## src/hdl/rkm_pkg.sv

```systemverilog
// ----------------------------------------------------------------------------
// rkm_pkg
// Shared constants and types for the RSA key derivation and exponent core.
// ----------------------------------------------------------------------------
package rkm_pkg;

  localparam int PRIME_BITS = 16;
  localparam logic [15:0] PRIME_MASK = 16'((32'd1 << PRIME_BITS) - 32'd1);

  localparam logic [1:0] REG_PRIME_P = 2'd0;
  localparam logic [1:0] REG_PRIME_Q = 2'd1;

  localparam logic [15:0] PRIME_P_RESET = 16'd61 & PRIME_MASK;
  localparam logic [15:0] PRIME_Q_RESET = 16'd53 & PRIME_MASK;

  localparam logic [31:0] FIRST_EXPONENT = 32'd3;
  localparam logic [31:0] EXPONENT_STEP  = 32'd2;

  typedef struct packed {
    logic        start;
    logic [63:0] dividend;
    logic [31:0] divisor;
  } div_req_t;

  typedef struct packed {
    logic        busy;
    logic        done;
    logic [63:0] quotient;
    logic [31:0] remainder;
  } div_resp_t;

endpackage

```

## src/hdl/rkm_divider.sv

```systemverilog
// ----------------------------------------------------------------------------
// rkm_divider
// Restoring 64 by 32 bit divider, one quotient bit per cycle.
// ----------------------------------------------------------------------------
module rkm_divider (
  input  logic              clk,
  input  logic              rst_n,
  input  rkm_pkg::div_req_t  req,
  output rkm_pkg::div_resp_t resp
);
  import rkm_pkg::*;

  logic        busy_r, busy_nxt;
  logic        done_r, done_nxt;
  logic [5:0]  cnt_r, cnt_nxt;
  logic [63:0] dvd_r, dvd_nxt;
  logic [31:0] rem_r, rem_nxt;
  logic [31:0] dsr_r, dsr_nxt;
  logic [32:0] shifted;
  logic [32:0] diff;

  always_comb begin
    busy_nxt = busy_r;
    done_nxt = 1'b0;
    cnt_nxt  = cnt_r;
    dvd_nxt  = dvd_r;
    rem_nxt  = rem_r;
    dsr_nxt  = dsr_r;
    shifted  = {rem_r, dvd_r[63]};
    diff     = shifted - {1'b0, dsr_r};
    if (req.start) begin
      busy_nxt = 1'b1;
      cnt_nxt  = '0;
      dvd_nxt  = req.dividend;
      rem_nxt  = '0;
      dsr_nxt  = req.divisor;
    end else if (busy_r) begin
      if (!diff[32]) begin
        rem_nxt = diff[31:0];
        dvd_nxt = {dvd_r[62:0], 1'b1};
      end else begin
        rem_nxt = shifted[31:0];
        dvd_nxt = {dvd_r[62:0], 1'b0};
      end
      cnt_nxt = cnt_r + 6'd1;
      if (cnt_r == 6'd63) begin
        busy_nxt = 1'b0;
        done_nxt = 1'b1;
      end
    end
  end

  always_ff @(posedge clk) begin
    if (!rst_n) begin
      busy_r <= 1'b0;
      done_r <= 1'b0;
      cnt_r  <= '0;
    end else begin
      busy_r <= busy_nxt;
      done_r <= done_nxt;
      cnt_r  <= cnt_nxt;
    end
  end

  always_ff @(posedge clk) begin
    dvd_r <= dvd_nxt;
    rem_r <= rem_nxt;
    dsr_r <= dsr_nxt;
  end

  assign resp.busy      = busy_r;
  assign resp.done      = done_r;
  assign resp.quotient  = dvd_r;
  assign resp.remainder = rem_r;

endmodule

```

## config.mk

```make
export PLATFORM = sky130hd
export DESIGN_NAME = rkm_divider
export DESIGN_NICKNAME = d
export VERILOG_FILES = /design/src/hdl/rkm_pkg.sv /design/src/hdl/rkm_divider.sv
export SDC_FILE = /design/constraint.sdc
export NUM_CORES = 1
export LEC_CHECK = 0
export ABC_AREA = 1
export BUFFER_PORTS_ARGS = -buffer_cell sky130_fd_sc_hd__buf_2
export CAP_MARGIN = 10
export CORE_MARGIN = 3
export CORE_UTILIZATION = 46
export CTS_CLUSTER_SIZE = 28
export DETAILED_ROUTE_END_ITERATION = 12
export PLACE_DENSITY = 0.7
export SLEW_MARGIN = 20
export SYNTH_ARGS = -nofsm -noshare
export SYNTH_HDL_FRONTEND = slang
export SYNTH_SLANG_ARGS = --single-unit
```

## constraint.sdc

```tcl
create_clock -name clk -period 3.01 [get_ports clk]
set_clock_uncertainty 0.2 [all_clocks]
set_input_delay 0.602 -clock clk [delete_from_list [all_inputs] [get_ports clk]]
set_output_delay 0.602 -clock clk [all_outputs]
set_load 0.01 [all_outputs]
```

==> key figures <==
Clock network
  • CTS tree: done
  • Setup bufs post-CTS: 0
  • CTS resizes: 0
  • Worst-path clk slew: 70 ps
  • Skew-Pair Late Insertion Delay: 430 ps
  • Clock Tree Root: clkbuf_16
  • Hold_buf cts: 0
  • Max clock buf depth: 2
  • # H-tree levels: 4
  • CTS Buf Count: 17
  • CTS sink cnt: 136

Synth
  • Yosys reg bits: 136
  • Top cell type's share of synthesized area: 34.6%
  • FFs w/ async S/R, synth: 0%
  • Mapped Avg Cell Area: 7.13 sq um
  • Synth Net Count: 1301
  • Synth Warn #: 0
  • Cells after Synth: 1168
  • Number of synthesized flops with an enable pin: 96
  • Synth top area cells: edfxtp_1 35%, nand2_1 25%, dfxtp_1 9.6%
  • Netlist cell types: 37
  • Dominant cell type by area after synthesis: edfxtp_1
  • Area of the mapped netlist: 8320 sq um
  • Seq/Total Area, Yosys: 44.3%
  • Synth Flop Type: edfxtp_1

Cells and area
  • Register area: 3680 sq um
  • Antenna Cells: 0
  • Area grow syn2layout: 21.6%
  • Layout Nets: 1499
  • Share of cells above drive strength 1: 20.5%
  • Area of the multi-input gates: 3680 sq um
  • FILL cells: 1650

Setup path
  • Max stage delay cell, worst path: fa_1
  • Data arrival, critical path: 2830 ps
  • Critical Path Start Type: flip-flop
  • Critical setup path kind: reg2reg
  • CP max stage delay: 410 ps
  • CP delay by family, top: simple AND/OR/NAND/NOR gates
  • Critical Path, Cell by Cell: inv_1 > ha_1 > fa_1 > inv_1 > nand2_1 > nand2_1 > nand3_1 > nand2_1 > nand2_1 > nand2_2 > nand2_4 > nand2_4 > nand2_1 > nand2_2 > buf_4 > nand2_1 > nand3_2 > nand2_1
  • CP Capture Type: flip-flop
  • Required @ worst endpoint: 3130 ps
  • Worst path bufs/invs: 3
  • Most numerous cell on the critical path: nand2_1
  • Maximum fanout along the worst path: 19

Run
  • Maxcap violations: 0

STA
  • Period minus WS final: 2710 ps
  • Final Max Tran Viols: 0
  • Hold Fails Final Rpt: 0
  • # setup viols final: 0
  • Fin Setup TNS: 0 ps
  • Relative slew slack: 67.1%
  • Crit share post-route: 90.0%
  • RSZ-0062 raised after global routing: false
  • Max Freq: 0.369 GHz
  • Slew @ Worst Pin: 493 ps
  • Final hold slack: 147 ps

Pwr
  • P_sw: 0.00135 W
  • Comb pwr share: 12.6%
  • VDD IR max: 386 uV
  • Int Pwr: 0.00348 W
  • Seq pwr share: 46.0%
  • P_leak: 5.68 nW
  • Clock group share of total power: 41.3%
  • Sw frac: 28.0%
  • Cell Pwr Density: 478 nW/um^2

Floorplan
  • Die W: 141 um
  • Initial cell density of the core: 47.6%
  • Row count: 48
  • Core Area: 17500 sq um
  • DIE HEIGHT: 141 um
  • # IOs: 197
  • Die Area: 19700 sq um

Place
  • Post-DP HPWL: 16800 um
  • GP Congestion: 0.954
  • Port Buf Inserts: 196

Route
  • Total Wirelength: 22000 um
  • DR WL met3: 1550 um
  • Met1 Routed Length: 9370 um
  • Post-route DRC: 0
  • Met2 Wirelength: 10700 um
  • Vias: 7536
  • Top Metal Used: met5
  • Number of nets with antenna violations after routing: 0
  • Wirelength per Cell: 13.7 um
  • Vias per inst: 4.70
  • Drt first-iter violations: 395
  • TritonRoute pass-1 iters: 5

GRT
  • Overall Global Routing Usage: 22.5%
  • Largest net degree at the start of global routing: 70
  • Congestion Overflow GR: 0
  • Vias in the first global route: 7285
  • Initial antenna violation count: 2
  • First-pass GRT wire length: 35900 um

Worst hold path
  • Hold Path Class: in2reg

Status
  • Status: finished clean
[cells in the final DEF (no fill, tap or decap), types with 5 or more instances in the layout]
cell type,count
nand2_2,15
dfxtp_1,40
nand3_2,11
nand4_1,7
inv_1,206
nand3_1,45
buf_4,8
o21ai_0,5
nor2_2,6
buf_2,195
ha_1,33
nor3_1,8
xnor2_1,14
clkbuf_16,17
inv_2,7
nor2_1,47
a21oi_1,20
inv_8,5
nand2_1,557
edfxtp_1,96
[metal layers]
| metal | vias to the layer above | track usage, % |
|---|---|---|
| met5 | - | 0 |
| met4 | 4 | 6.22 |
| met3 | 30 | 6.96 |
| met2 | 202 | 38.5 |
| met1 | 3357 | 27.5 |
| li1 | 3943 | - |
[metrics by stage]
stage | cell area [sq um] | worst slack, ps | utilization (%) | total power [W] | std cells
2_1_floorplan | 8320 | 206 | - | 0.00260 | 1168
3_3_place_gp | 9560 | 439 | 54.7 | 0.00287 | 1572
3_5_place_dp | 9560 | 281 | 54.7 | 0.00288 | 1572
4_1_cts | 10100 | 266 | 57.9 | 0.00487 | 1604
5_1_grt | 10100 | 2.08 | 57.9 | 0.00505 | 1604
6_report | 10100 | 301 | 57.9 | 0.00483 | 1604
[path summary, 6_finish.rpt]
kind	start	to	slack, ps	cells past startpoint
hold / removal	req[9]	dsr_r[9]$_DFFE_PP_	150	1
setup reg to reg	dvd_r[63]$_DFFE_PP_	rem_r[16]$_SDFFE_PP0P_	300	18
hold reg to reg	rem_r[21]$_SDFFE_PP0P_	rem_r[21]$_SDFFE_PP0P_	290	2
setup / recovery	dvd_r[63]$_DFFE_PP_	rem_r[16]$_SDFFE_PP0P_	300	18
[power by group through the flow]
stage	Combinational, W	Sequential, W	Clock, W
3_5_place_dp	0.000615	0.00226	0
6_report	0.000610	0.00223	0.00200
2_1_floorplan	0.000302	0.00230	0
4_1_cts	0.000615	0.00223	0.00203
5_1_grt	0.000686	0.00224	0.00212
3_3_place_gp	0.000606	0.00226	0
[cell families (layout without fill, tap and decap cells)]
family	after synthesis	count (layout)	share of synthesized area, %
buffers and inverters	241	452	11.6
AO/OA/AOI/OAI	31	31	2.04
flip-flops	136	136	44.3
XOR/XNOR	17	17	1.79
adder cells (fa/ha/maj)	34	34	5.20
AND/OR/NAND/NOR	709	709	35.1
[Yosys cell counts (3+ instances only)]
master,count
nor2_2,4
nand3_2,11
nand2_1,557
nor2_1,49
and2_1,3
nand2_4,3
dfxtp_1,40
nor3_1,8
buf_6,4
ha_1,33
xnor2_1,14
nand3_1,45
inv_1,207
clkbuf_1,17
nand2_2,15
buf_2,3
edfxtp_1,96
xor2_1,3
o21ai_0,5
nand4_1,7
inv_2,6
a21oi_1,20
[area by class of cell]
class                           instances  share of cell area (%)
Multi-Input combinational cell        791                    36.4
Timing Repair Buffer                  207                    11.0
Clock inverter                         14                    1.30
Clock buffer                           18                    4.24
Sequential cell                       136                    36.4
Inverter                              213                    7.90
Tap cell                              225                    2.78
[registers in the layout, indices dropped and copies added (netlist names)]
signal  cells
dvd_r      64
cnt_r       6
done_r      1
rem_r      32
busy_r      1
dsr_r      32
(Power assumes the default switching activity.)
